`config.mk`:
```
export PLATFORM = sky130hd
export DESIGN_NAME = psu_queue
export DESIGN_NICKNAME = d
export VERILOG_FILES = /design/src/rtl/psu_pkg.sv /design/src/rtl/psu_queue.sv
export SDC_FILE = /design/constraint.sdc
export NUM_CORES = 1
export LEC_CHECK = 0
export ABC_AREA = 1
export BUFFER_PORTS_ARGS = -buffer_cell sky130_fd_sc_hd__buf_2
export CORE_UTILIZATION = 35
export CTS_CLUSTER_DIAMETER = 40
export DETAILED_ROUTE_END_ITERATION = 7
export PLACE_DENSITY = 0.49
export SLEW_MARGIN = 20
export SYNTH_ARGS = -nofsm -noshare
export SYNTH_HDL_FRONTEND = slang
export SYNTH_SLANG_ARGS = --single-unit
```
`constraint.sdc`:
```
create_clock -name clock -period 3.8 [get_ports clock]
set_clock_uncertainty 0.2 [all_clocks]
set_input_delay 0.19 -clock clock [delete_from_list [all_inputs] [get_ports clock]]
set_output_delay 0.19 -clock clock [all_outputs]
set_load 0.01 [all_outputs]
```
`src/rtl/psu_pkg.sv`:
```
// ----------------------------------------------------------------------------
// psu_pkg
// Shared sizes, filter codes and the queue item of the scanline unfilter.
// ----------------------------------------------------------------------------
`default_nettype none

package psu_pkg;

   localparam int PIXEL_BYTES = 4;
   localparam int MAX_WIDTH   = 4096;
   localparam int LINE_BYTES  = MAX_WIDTH * PIXEL_BYTES;

   localparam int COL_W  = (LINE_BYTES > 1) ? $clog2(LINE_BYTES) : 1;
   localparam int ROWB_W = $clog2(LINE_BYTES + 1);
   localparam int LANE_W = (PIXEL_BYTES > 1) ? $clog2(PIXEL_BYTES) : 1;

   localparam int WIDTH_W     = 13;
   localparam int HEIGHT_W    = 16;
   localparam int CSR_DATA_W  = 16;
   localparam int CSR_INDEX_W = 1;

   localparam int QUEUE_DEPTH = 4;
   localparam int QPTR_W      = $clog2(QUEUE_DEPTH);
   localparam int QCNT_W      = $clog2(QUEUE_DEPTH + 1);

   typedef enum logic [2:0] {
      FLT_NONE  = 3'd0,
      FLT_SUB   = 3'd1,
      FLT_UP    = 3'd2,
      FLT_AVG   = 3'd3,
      FLT_PAETH = 3'd4,
      FLT_BAD   = 3'd5
   } filter_code_type;

   typedef enum logic [CSR_INDEX_W-1:0] {
      CSR_IMAGE_WIDTH  = 1'b0,
      CSR_IMAGE_HEIGHT = 1'b1
   } csr_index_type;

   typedef struct packed {
      logic [7:0]        data;
      filter_code_type   filter;
      logic [COL_W-1:0]  col;
      logic [LANE_W-1:0] lane;
      logic              first_px;
      logic              first_row;
      logic              last_col;
      logic              last_row;
   } item_type;

endpackage

`default_nettype wire

```
`src/rtl/psu_queue.sv`:
```
// ----------------------------------------------------------------------------
// psu_queue
// Short FIFO of classified data bytes between front and back.
// ----------------------------------------------------------------------------
`default_nettype none

module psu_queue
   import psu_pkg::*;
(
   input  wire logic clock,
   input  wire logic reset,
   input  wire logic push,
   input  item_type  push_item,
   output logic      full,
   output logic      head_valid,
   output item_type  head_item,
   input  wire logic pop
);

   item_type            entry_ff [QUEUE_DEPTH];
   logic [QPTR_W-1:0]   wr_ptr_ff, wr_ptr_in;
   logic [QPTR_W-1:0]   rd_ptr_ff, rd_ptr_in;
   logic [QCNT_W-1:0]   count_ff, count_in;

   always_comb begin
      wr_ptr_in = push ? wr_ptr_ff + QPTR_W'(1) : wr_ptr_ff;
      rd_ptr_in = pop ? rd_ptr_ff + QPTR_W'(1) : rd_ptr_ff;
      count_in  = count_ff + QCNT_W'(push) - QCNT_W'(pop);
   end

   always_ff @(posedge clock) begin
      if (reset) begin
         wr_ptr_ff <= '0;
         rd_ptr_ff <= '0;
         count_ff  <= '0;
      end else begin
         wr_ptr_ff <= wr_ptr_in;
         rd_ptr_ff <= rd_ptr_in;
         count_ff  <= count_in;
      end
   end

   always_ff @(posedge clock) begin
      if (push) begin
         entry_ff[wr_ptr_ff] <= push_item;
      end
   end

   assign full       = count_ff == QCNT_W'(QUEUE_DEPTH);
   assign head_valid = count_ff != '0;
   assign head_item  = entry_ff[rd_ptr_ff];

`ifndef SYNTHESIS
   a_no_overflow: assert property (@(posedge clock) disable iff (reset)
      count_ff <= QCNT_W'(QUEUE_DEPTH))
      else $error("queue count above depth");
   a_no_underflow: assert property (@(posedge clock) disable iff (reset)
      pop |-> count_ff != '0)
      else $error("queue popped while empty");
   a_no_push_full: assert property (@(posedge clock) disable iff (reset)
      full |-> !push)
      else $error("queue pushed while full");
`endif

endmodule

`default_nettype wire

```
==> results.sh <==
export IMPL_run_status="finished, final reports clean"
export IMPL_gp_congestion=0.682
export IMPL_vias=3304
export IMPL_start_util_pct=36.1
export IMPL_antennaDiodeCount=0
export IMPL_cts_path_max_buffers=2
export IMPL_worstSetupStartpointType="register"
export IMPL_multi_input_area_um2=1200
export IMPL_netlist_area_um2=5550
export IMPL_whs_path_depth=2
export IMPL_yosysSeqAreaShare_pct=70.3
export IMPL_overflow=0
export IMPL_dieArea_um2=16400
export IMPL_fin_setup_tns_ps=0
export IMPL_slew_headroom_pct=36.5
export IMPL_grt_start_max_net_pins=41
export IMPL_fill_cells=1416
export IMPL_cts_root_buf="clkbuf_16"
export IMPL_htree_levels=4
export IMPL_port_buffers=67
export IMPL_die_w_um=128
export IMPL_grt_use_total_pct=14.1
export IMPL_hold_viol=0
export IMPL_drv_slew=0
export IMPL_synth_area_top_cells="edfxtp_1 (67%), o211ai_2 (7.0%), inv_1 (5.3%), a21oi_1 (3.3%), dfxtp_1 (3.2%)"
export IMPL_r2r_end="entry_ff[3][17]"
export IMPL_grt_setup_unrepaired="false"
export IMPL_cts_num_sinks=133
export IMPL_cpPeakStageDelay_ps=650
export IMPL_cp_required_ps=3410
export IMPL_timing_reg2reg_setup_slack_ps=1540
export IMPL_via_per_inst=4.39
export IMPL_clk_pin_slew_ps=50
export IMPL_wl_per_cell_um=14.0
export IMPL_period_needed_ps=2480
export IMPL_synthTopCellsByCount="edfxtp_1 (124), inv_1 (79), nand2_1 (42)"
export IMPL_synthesis_nets=461
export IMPL_p_leak_uw=0.00273
export IMPL_synth_warnings=0
export IMPL_synth_edf_count=124
export IMPL_ys_ff_latch=133
export IMPL_drt_pass1_iterations=4
export IMPL_timing_final_crit_share_pct=65.4
export IMPL_routed_wl_mm=10.6
export IMPL_cp_buffers_inverters=2
export IMPL_ff2ff_path_depth=4
export IMPL_path_delay_family="buffers and inverters"
export IMPL_slowest_stage="dfxtp_4"
export IMPL_synth_cell_types=17
export IMPL_yosysTopAreaCellShare_pct=67.0
export IMPL_async_flop_share_pct=0
export IMPL_ant_nets=0
export IMPL_cts_tree="built"
export IMPL_netlist_instances=419
export IMPL_area_growth_pct=26.0
export IMPL_yosysMostFrequentCell="edfxtp_1"
export IMPL_crit_fanout=40
export IMPL_p_per_area_nw_per_um2=523
export IMPL_placement_rows=45
export IMPL_grt_pass1_wl_mm=17.0
export IMPL_cts_resized=0
export IMPL_cts_buffers=17
export IMPL_regToRegStartpoint="wr_ptr_ff[0]"
export IMPL_ys_flop_type="edfxtp_1"
export IMPL_io_pins=68
export IMPL_seqCellArea_um2=3910
export IMPL_die_h_um=128
export IMPL_critPathKind="reg -> out"
export IMPL_arrival_ps=2090
export IMPL_worst_pin_slew_ps=946
export IMPL_vdd_ir_drop_max_mv=0.294
export IMPL_post_route_cells_drive_above_1_share_pct=29.9
export IMPL_yosys_area_top_type="edfxtp_1"
export IMPL_total_power_uw=3660
export IMPL_dp_hpwl_mm=6.45
export IMPL_coreArea_um2=15400
export IMPL_drtIter0Drc=147
export IMPL_setup_viol=0
export IMPL_holdCritStartpoint="rd_ptr_ff[1]"
export IMPL_maxCapViolCount=0
export IMPL_max_freq_mhz=403
export IMPL_path_cells="buf_4 > a21oi_1 > o21ai_0 > nand2_1 > buf_2"
export IMPL_cp_end_kind="primary output"
export IMPL_layout_nets=570
export IMPL_antenna_found_initial=0
export IMPL_hold_class="reg -> reg"
export IMPL_grt_pass1_vias=3264
export IMPL_avgSynthCellArea_um2=13.3
export IMPL_drc=0
export IMPL_insertion_delay_ps=410
[where the power goes]
part | leakage, uW | internal, uW | switching (uW) | total (uW)
sequential | 0.00121 | 1680 | 35.4 | 1710
clock | 0.000274 | 1010 | 569 | 1580
combinational | 0.00124 | 143 | 219 | 363
total | 0.00273 | 2830 | 824 | 3660
[worst max path at each step]
stage | start | to | slack (ps) | cells past startpoint
2_1_floorplan | wr_ptr_ff[0] | entry_ff[2][0] | 2010 | 4
3_3_place_gp | wr_ptr_ff[0] | entry_ff[3][23] | 1480 | 4
3_5_place_dp | wr_ptr_ff[0] | entry_ff[3][23] | 1460 | 4
4_1_cts | register | head_item[10] | 1240 | 5
5_1_grt | register | head_item[4] | 1100 | 5
6_report | register | head_item[10] | 1320 | 5
[cells by family after synthesis]
kind of cell | count (synthesis) | share of synthesized area [%]
adder cells (fa/ha/maj) | 7 | 1.71
AO/OA/AOI/OAI | 103 | 13.5
flip-flops | 133 | 70.3
buffers and inverters | 100 | 8.06
AND/OR/NAND/NOR | 76 | 6.47
[what timing repair did]
action | 4_1_cts | 5_1_grt
hold buffers | 35 | 0
buffers inserted | 0 | 0
hold endpoints to repair | 133 | 0
setup endpoints to repair | 0 | 0
[area by class of cell]
class | count | share of cell area, %
clock buffers | 19 | 6.19
clock inverters | 13 | 1.98
well taps | 211 | 3.77
multi-input cells | 186 | 17.2
inverters | 79 | 4.24
flip-flops and latches | 133 | 55.9
repair buffers | 111 | 10.8
[cell usage in the layout (no fill, tap or decap), drive strengths merged]
master       netlist  final
edfxtp           124    124
buf               18     76
inv               79     75
nand2             70     70
a21oi             37     37
dlygate4sd3        0     35
o21ai             35     35
o211ai            31     31
clkbuf             3     19
clkinv             0     12
dfxtp              9      9
ha                 6      6
nor2               3      3
bufinv             0      3
nand3              2      2
clkinvlp           0      2
nor3               1      1
fa                 1      1
[registers in the layout, summed over array words and instances, names as in the netlist, named ones only]
signal and flops:
entry_ff 124, rd_ptr_ff 2, count_ff 3, wr_ptr_ff 2
[metrics by stage]
step                utilization (%)  setup slack (ps)  hold slack, ps  area (um^2)  std cells
global route                   45.5              1100             296         7000        752
detailed placement             39.5              1460             194         6070        685
global placement               39.5              1480             190         6070        685
floorplan                         -              2010            61.2         5550        419
finish                         45.5              1320             272         7000        752
CTS                            45.5              1240             280         7000        752
[metal layers]
metal | vias to the layer above | track usage, % | share of wire, %
met5 | - | 0 | 0
li1 | 1657 | - | -
met4 | 0 | 4.98 | 1.2
met2 | 64 | 22.5 | 47
met1 | 1572 | 18.1 | 48
met3 | 11 | 4.34 | 4.7
[worst reg2reg max path: stages (launching register included)]
cell,delay [ps]
dfxtp_1,320
ha_1,200
nand2_1,70
clkinv_1,720
buf_4,500
Note: power is estimated with default switching activity, not from simulation.
