--- src/rtl/psu_pkg.sv ---
// ----------------------------------------------------------------------------
// psu_pkg
// Shared sizes, filter codes and the queue item of the scanline unfilter.
// ----------------------------------------------------------------------------
`default_nettype none

package psu_pkg;

   localparam int PIXEL_BYTES = 4;
   localparam int MAX_WIDTH   = 4096;
   localparam int LINE_BYTES  = MAX_WIDTH * PIXEL_BYTES;

   localparam int COL_W  = (LINE_BYTES > 1) ? $clog2(LINE_BYTES) : 1;
   localparam int ROWB_W = $clog2(LINE_BYTES + 1);
   localparam int LANE_W = (PIXEL_BYTES > 1) ? $clog2(PIXEL_BYTES) : 1;

   localparam int WIDTH_W     = 13;
   localparam int HEIGHT_W    = 16;
   localparam int CSR_DATA_W  = 16;
   localparam int CSR_INDEX_W = 1;

   localparam int QUEUE_DEPTH = 4;
   localparam int QPTR_W      = $clog2(QUEUE_DEPTH);
   localparam int QCNT_W      = $clog2(QUEUE_DEPTH + 1);

   typedef enum logic [2:0] {
      FLT_NONE  = 3'd0,
      FLT_SUB   = 3'd1,
      FLT_UP    = 3'd2,
      FLT_AVG   = 3'd3,
      FLT_PAETH = 3'd4,
      FLT_BAD   = 3'd5
   } filter_code_type;

   typedef enum logic [CSR_INDEX_W-1:0] {
      CSR_IMAGE_WIDTH  = 1'b0,
      CSR_IMAGE_HEIGHT = 1'b1
   } csr_index_type;

   typedef struct packed {
      logic [7:0]        data;
      filter_code_type   filter;
      logic [COL_W-1:0]  col;
      logic [LANE_W-1:0] lane;
      logic              first_px;
      logic              first_row;
      logic              last_col;
      logic              last_row;
   } item_type;

endpackage

`default_nettype wire

--- src/rtl/psu_front.sv ---
// ----------------------------------------------------------------------------
// psu_front
// Takes stream beats, tracks row position and filter type, queues data bytes.
// ----------------------------------------------------------------------------
`default_nettype none

module psu_front
   import psu_pkg::*;
(
   input  wire logic                   clock,
   input  wire logic                   reset,
   input  wire logic                   csr_we,
   input  wire logic [CSR_INDEX_W-1:0] csr_index,
   input  wire logic [CSR_DATA_W-1:0]  csr_wdata,
   input  wire logic                   req_tvalid,
   output logic                        req_tready,
   input  wire logic [7:0]             req_tdata,
   input  wire logic                   q_full,
   output logic                        q_push,
   output item_type                    q_item
);

   logic [WIDTH_W-1:0]  width_ff, width_in;
   logic [HEIGHT_W-1:0] height_ff, height_in;
   logic                await_ff, await_in;
   filter_code_type     filter_ff, filter_in;
   logic [COL_W-1:0]    col_ff, col_in;
   logic [LANE_W-1:0]   lane_ff, lane_in;
   logic                first_px_ff, first_px_in;
   logic [HEIGHT_W-1:0] row_ff, row_in;

   logic                accept;
   logic [ROWB_W-1:0]   eff_width;
   logic [ROWB_W-1:0]   row_bytes;
   logic [HEIGHT_W:0]   eff_height;
   logic                last_col;
   logic                last_row;
   logic                lane_wrap;

   assign req_tready = !q_full;
   assign accept     = req_tvalid && req_tready;

   always_comb begin
      priority if (width_ff == '0) begin
         eff_width = ROWB_W'(1);
      end else if (32'(width_ff) > MAX_WIDTH) begin
         eff_width = ROWB_W'(MAX_WIDTH);
      end else begin
         eff_width = ROWB_W'(width_ff);
      end
      row_bytes  = ROWB_W'(eff_width * ROWB_W'(PIXEL_BYTES));
      eff_height = (height_ff == '0) ? (HEIGHT_W+1)'(1) : {1'b0, height_ff};
      last_col   = (ROWB_W'(col_ff) + ROWB_W'(1)) >= row_bytes;
      last_row   = ({1'b0, row_ff} + (HEIGHT_W+1)'(1)) >= eff_height;
      lane_wrap  = lane_ff == LANE_W'(PIXEL_BYTES - 1);
   end

   always_comb begin
      width_in    = width_ff;
      height_in   = height_ff;
      await_in    = await_ff;
      filter_in   = filter_ff;
      col_in      = col_ff;
      lane_in     = lane_ff;
      first_px_in = first_px_ff;
      row_in      = row_ff;

      if (csr_we) begin
         unique case (csr_index)
            CSR_IMAGE_WIDTH:  width_in  = csr_wdata[WIDTH_W-1:0];
            CSR_IMAGE_HEIGHT: height_in = csr_wdata[HEIGHT_W-1:0];
            default: ;
         endcase
      end

      if (accept) begin
         if (await_ff) begin
            filter_in   = (req_tdata > 8'd4) ? FLT_BAD : filter_code_type'(req_tdata[2:0]);
            col_in      = '0;
            lane_in     = '0;
            first_px_in = 1'b1;
            await_in    = 1'b0;
         end else if (last_col) begin
            await_in = 1'b1;
            col_in   = '0;
            row_in   = last_row ? '0 : row_ff + HEIGHT_W'(1);
         end else begin
            col_in  = col_ff + COL_W'(1);
            lane_in = lane_wrap ? '0 : lane_ff + LANE_W'(1);
            if (lane_wrap) begin
               first_px_in = 1'b0;
            end
         end
      end
   end

   always_ff @(posedge clock) begin
      if (reset) begin
         width_ff    <= WIDTH_W'(1);
         height_ff   <= HEIGHT_W'(1);
         await_ff    <= 1'b1;
         filter_ff   <= FLT_NONE;
         col_ff      <= '0;
         lane_ff     <= '0;
         first_px_ff <= 1'b1;
         row_ff      <= '0;
      end else begin
         width_ff    <= width_in;
         height_ff   <= height_in;
         await_ff    <= await_in;
         filter_ff   <= filter_in;
         col_ff      <= col_in;
         lane_ff     <= lane_in;
         first_px_ff <= first_px_in;
         row_ff      <= row_in;
      end
   end

   assign q_push = accept && !await_ff;

   always_comb begin
      q_item.data      = req_tdata;
      q_item.filter    = filter_ff;
      q_item.col       = col_ff;
      q_item.lane      = lane_ff;
      q_item.first_px  = first_px_ff;
      q_item.first_row = row_ff == '0;
      q_item.last_col  = last_col;
      q_item.last_row  = last_row;
   end

endmodule

`default_nettype wire

--- config.mk ---
export PLATFORM = sky130hd
export DESIGN_NAME = psu_front
export DESIGN_NICKNAME = d
export VERILOG_FILES = /design/src/rtl/psu_pkg.sv /design/src/rtl/psu_front.sv
export SDC_FILE = /design/constraint.sdc
export NUM_CORES = 1
export LEC_CHECK = 0
export BUFFER_PORTS_ARGS = -buffer_cell sky130_fd_sc_hd__buf_2
export CAP_MARGIN = 15
export CORE_MARGIN = 1
export CORE_UTILIZATION = 40
export DETAILED_ROUTE_END_ITERATION = 7
export PLACE_DENSITY_LB_ADDON = 0.3
export SETUP_SLACK_MARGIN = 0.2
export SLEW_MARGIN = 25
export SYNTH_ARGS = -nofsm -noshare
export SYNTH_HDL_FRONTEND = slang
export SYNTH_SLANG_ARGS = --single-unit
--- constraint.sdc ---
create_clock -name clock -period 9.72 [get_ports clock]
set_input_delay 0.972 -clock clock [delete_from_list [all_inputs] [get_ports clock]]
set_output_delay 0.972 -clock clock [all_outputs]
set_load 0.02 [all_outputs]
==> impl_metrics.py <==
metrics = {
    "clocking": {
        "cts.reportedPaths.clkPinSlew_ns": 0.08,
        "cts-root-buf": "clkbuf_8",
        "cts_sinks": 66,
        "cts_tree": "done",
        "clkLatencyLatePin_ns": 0.36,
        "ctsHoldBuffers": 0,
        "htreeDepth": 3,
        "cts_max_path_buffers": 2,
        "cts_resized": 0,
        "cts_setup_buffers": 0,
        "numCtsBuffers": 9,
    },
    "floorplanning": {
        "ios": 63,
        "num_rows": 36,
        "fp.dieArea_sq_mm": 0.01044,
        "die_y_um": 102.2,
        "die_w_um": 102.2,
        "core_region_area_sq_mm": 0.009729,
        "start_util_pct": 41.26,
    },
    "worst_setup_path": {
        "critPathArrivalTime_ns": 3.60,
        "cp-start-kind": "register",
        "path_max_fanout": 10,
        "endpoint_kind": "output port",
        "cp.required_ns": 8.75,
        "crit_type": "register to output port",
    },
    "routing": {
        "firstDrtPassIters": 4,
        "totalWireLength_mm": 9.491,
        "viasPerCell": 5.292,
        "wl_per_cell_um": 13.66,
        "drtIter0Drc": 132,
        "ant_nets": 0,
        "vias": 3678,
        "route.detailed.drc": 0,
    },
    "power_and_ir_drop": {
        "seqPwrFrac_pct": 44.6,
        "peakVddDrop_mv": 0.07687,
        "switching_share_pct": 25.07,
        "clockPowerShare_pct": 45.5,
        "p_int_mw": 0.4752,
        "powerDensity_mw_per_mm2": 139.7,
        "pwr-share-comb_pct": 9.9,
        "switchingPower_mw": 0.1590,
        "p_leak_nw": 1.792,
    },
    "run_status": {
        "status": "finished clean",
    },
    "final_layout": {
        "drive_gt1_share_pct": 15.12,
        "stdcell_area_sq_mm": 0.004539,
        "fin_nets": 622,
        "area_growth_pct": 13.09,
        "diodes": 0,
    },
    "global_route": {
        "gr-total-overflow": 0,
        "grt_pass1_vias": 3364,
        "grt_usage_pct": 19.34,
        "grt_pass1_wl_mm": 15.75,
        "antenna_found_initial": 0,
        "grt_start_max_net_pins": 68,
    },
    "sta": {
        "final.setup_skew_ns": 0.009557,
        "rsz0062_at_grt": "false",
        "tightestPinTransition_ns": 0.9803,
        "slew_headroom_pct": 34.21,
        "min_period_ns": 4.575,
        "finalSetupTns_ns": 0,
        "hold_viol": 0,
        "finalSetupViolations": 0,
        "finalWorstSetupSlack_ns": 5.145,
        "max_freq_mhz": 218.6,
        "drv_slew": 0,
        "post-route-period-util_pct": 47.07,
    },
    "synth": {
        "synth_enable_flop_cells": 0,
        "ys_ff_latch": 66,
        "synth_cells": 521,
        "yosys_warnings": 0,
        "ys_seq_area_share_pct": 32.92,
        "synth_cell_types": 52,
        "synth_nets": 585,
        "synthArstFlopShare_pct": 0,
        "syn_area_sq_mm": 0.004014,
        "ys.flop_type": "dfxtp_1",
        "avgSynthCellArea_sq_um": 7.704,
    },
    "placed_design": {
        "placed_cell_area_sq_mm": 0.004299,
        "dp_hpwl_mm": 6.904,
        "place_ws_ns": 5.531,
        "place_congestion": 0.8661,
        "port_buffers": 62,
    },
    "flow_run": {
        "cap_violations": 0,
    },
    "hold_path": {
        "hp-class": "register to register",
    },
}
[final cells by class]
type / instances / area, sq um
inverters: 33 / 123.9
well taps: 133 / 166.4
multi-input cells: 385 / 2370
fillers: 1013 / 5190
repair buffers: 63 / 317.8
clock inverters: 5 / 102.6
clock buffers: 10 / 137.6
flip-flops and latches: 66 / 1321
[state kept, by name, summed over array words and instances (netlist names)]
signal / count
await_ff: 1
col_ff: 14
filter_ff: 3
first_px_ff: 1
height_ff: 16
lane_ff: 2
row_ff: 16
width_ff: 13
[worst max-delay path: stages, from the launching register on]
cell	delay, ns
dfxtp_1	0.43
ha_1	0.26
nand3_1	0.13
nor2_1	0.30
and3_1	0.31
nand4_1	0.13
xnor2_1	0.22
ha_1	0.28
nand3_1	0.12
o211ai_1	0.11
a31oi_1	0.15
o211a_1	0.21
and2_1	0.38
inv_1	0.06
buf_2	0.16
[layout by cell type, fill, tap and decap left out, types with 2 or more instances in the layout]
cell       Yosys  routed
a2111oi_0      2       2
a211o_1        2       2
a21oi_1       47      47
a22oi_1        7       7
a31oi_1        8       8
a32oi_1        3       3
and2_1         3       3
and3_1         7       7
and4_1         6       6
buf_2          2      62
bufinv_16      0       3
clkbuf_8       0      10
dfxtp_1       66      66
ha_1          34      34
inv_1         32      32
nand2_1      107     107
nand2_2        2       2
nand2b_1       2       2
nand3_1       31      31
nand3b_1       3       3
nand4_1        7       7
nor2_1        26      26
nor2b_1        3       3
nor3_1         6       6
nor3b_1        5       5
nor4_1         8       8
o211ai_1       6       6
o21ai_0        4       4
o21ai_1        5       5
o32ai_1        7       7
or3_1          2       2
or4_1          2       2
xnor2_1       19      19
xor2_1         7       7
[synthesized netlist by cell type, drive strengths merged (2+ instances only)]
cell	count	area, sq um
a2111oi	2	17.52
a211o	2	17.52
a21oi	48	244.0
a22oi	7	52.55
a31oi	8	50.05
a32oi	3	26.28
and2	3	18.77
and3	7	43.79
and4	6	52.55
buf	19	130.1
clkbuf	18	68.81
dfxtp	66	1321
ha	34	425.4
inv	32	120.1
nand2	109	414.2
nand2b	2	12.51
nand3	31	155.2
nand3b	3	22.52
nand4	7	43.79
nor2	26	97.59
nor2b	3	18.77
nor3	7	46.30
nor3b	5	37.54
nor4	8	50.05
o211ai	7	57.55
o21ai	10	53.80
o31ai	2	20.02
o32ai	7	61.31
or3	2	12.51
or4	2	15.01
xnor2	19	166.4
xor2	7	61.31
[metrics by stage]
step           power, mW  util (%)  instances  hold slack (ns)
2_1_floorplan     0.3357         -        521           0.4372
3_3_place_gp      0.3515     44.19        680           0.4405
3_5_place_dp      0.3523     44.19        680           0.4562
4_1_cts           0.6375     46.66        695           0.4674
5_1_grt           0.6578     46.66        695           0.4820
6_report          0.6343     46.66        695           0.4616
[power by group through the flow]
stage               clock, mW  combinational, mW  sequential, mW
detailed placement          0             0.0630           0.289
global route            0.303             0.0708           0.284
floorplan                   0             0.0473           0.288
finish                  0.289             0.0627           0.283
global placement            0             0.0625           0.289
CTS                     0.291             0.0633           0.283
[cell families (layout without fill, tap and decap cells)]
logic type	after synthesis	after routing	share of synthesized area (%)
AND/OR/NAND/NOR	222	222	26.15
XOR/XNOR	26	26	5.673
multiplexers	1	1	0.2494
flip-flops	66	66	32.92
buffers and inverters	70	111	8.042
adder cells (fa/ha/maj)	34	34	10.60
AO/OA/AOI/OAI	102	102	16.37
[worst paths after layout]
path	start	slack, ns	cells after the start	to
setup / recovery	row_ff[0]	5.14	14	q_item[0]
hold / removal	filter_ff[1]	0.46	2	filter_ff[1]
setup reg to reg	col_ff[0]	5.79	12	row_ff[8]
hold reg to reg	filter_ff[1]	0.46	2	filter_ff[1]
[per-layer routing]
layer | global-route usage (%) | up-vias | wire, um | part of all wire [%]
li1 | - | 1891 | - | -
met1 | 26.29 | 1690 | 4810 | 51
met2 | 29.48 | 80 | 4096 | 43
met3 | 4.241 | 17 | 405 | 4.3
met4 | 8.242 | 0 | 179 | 1.9
met5 | 0 | - | 0 | 0
(Power assumes the default switching activity.)
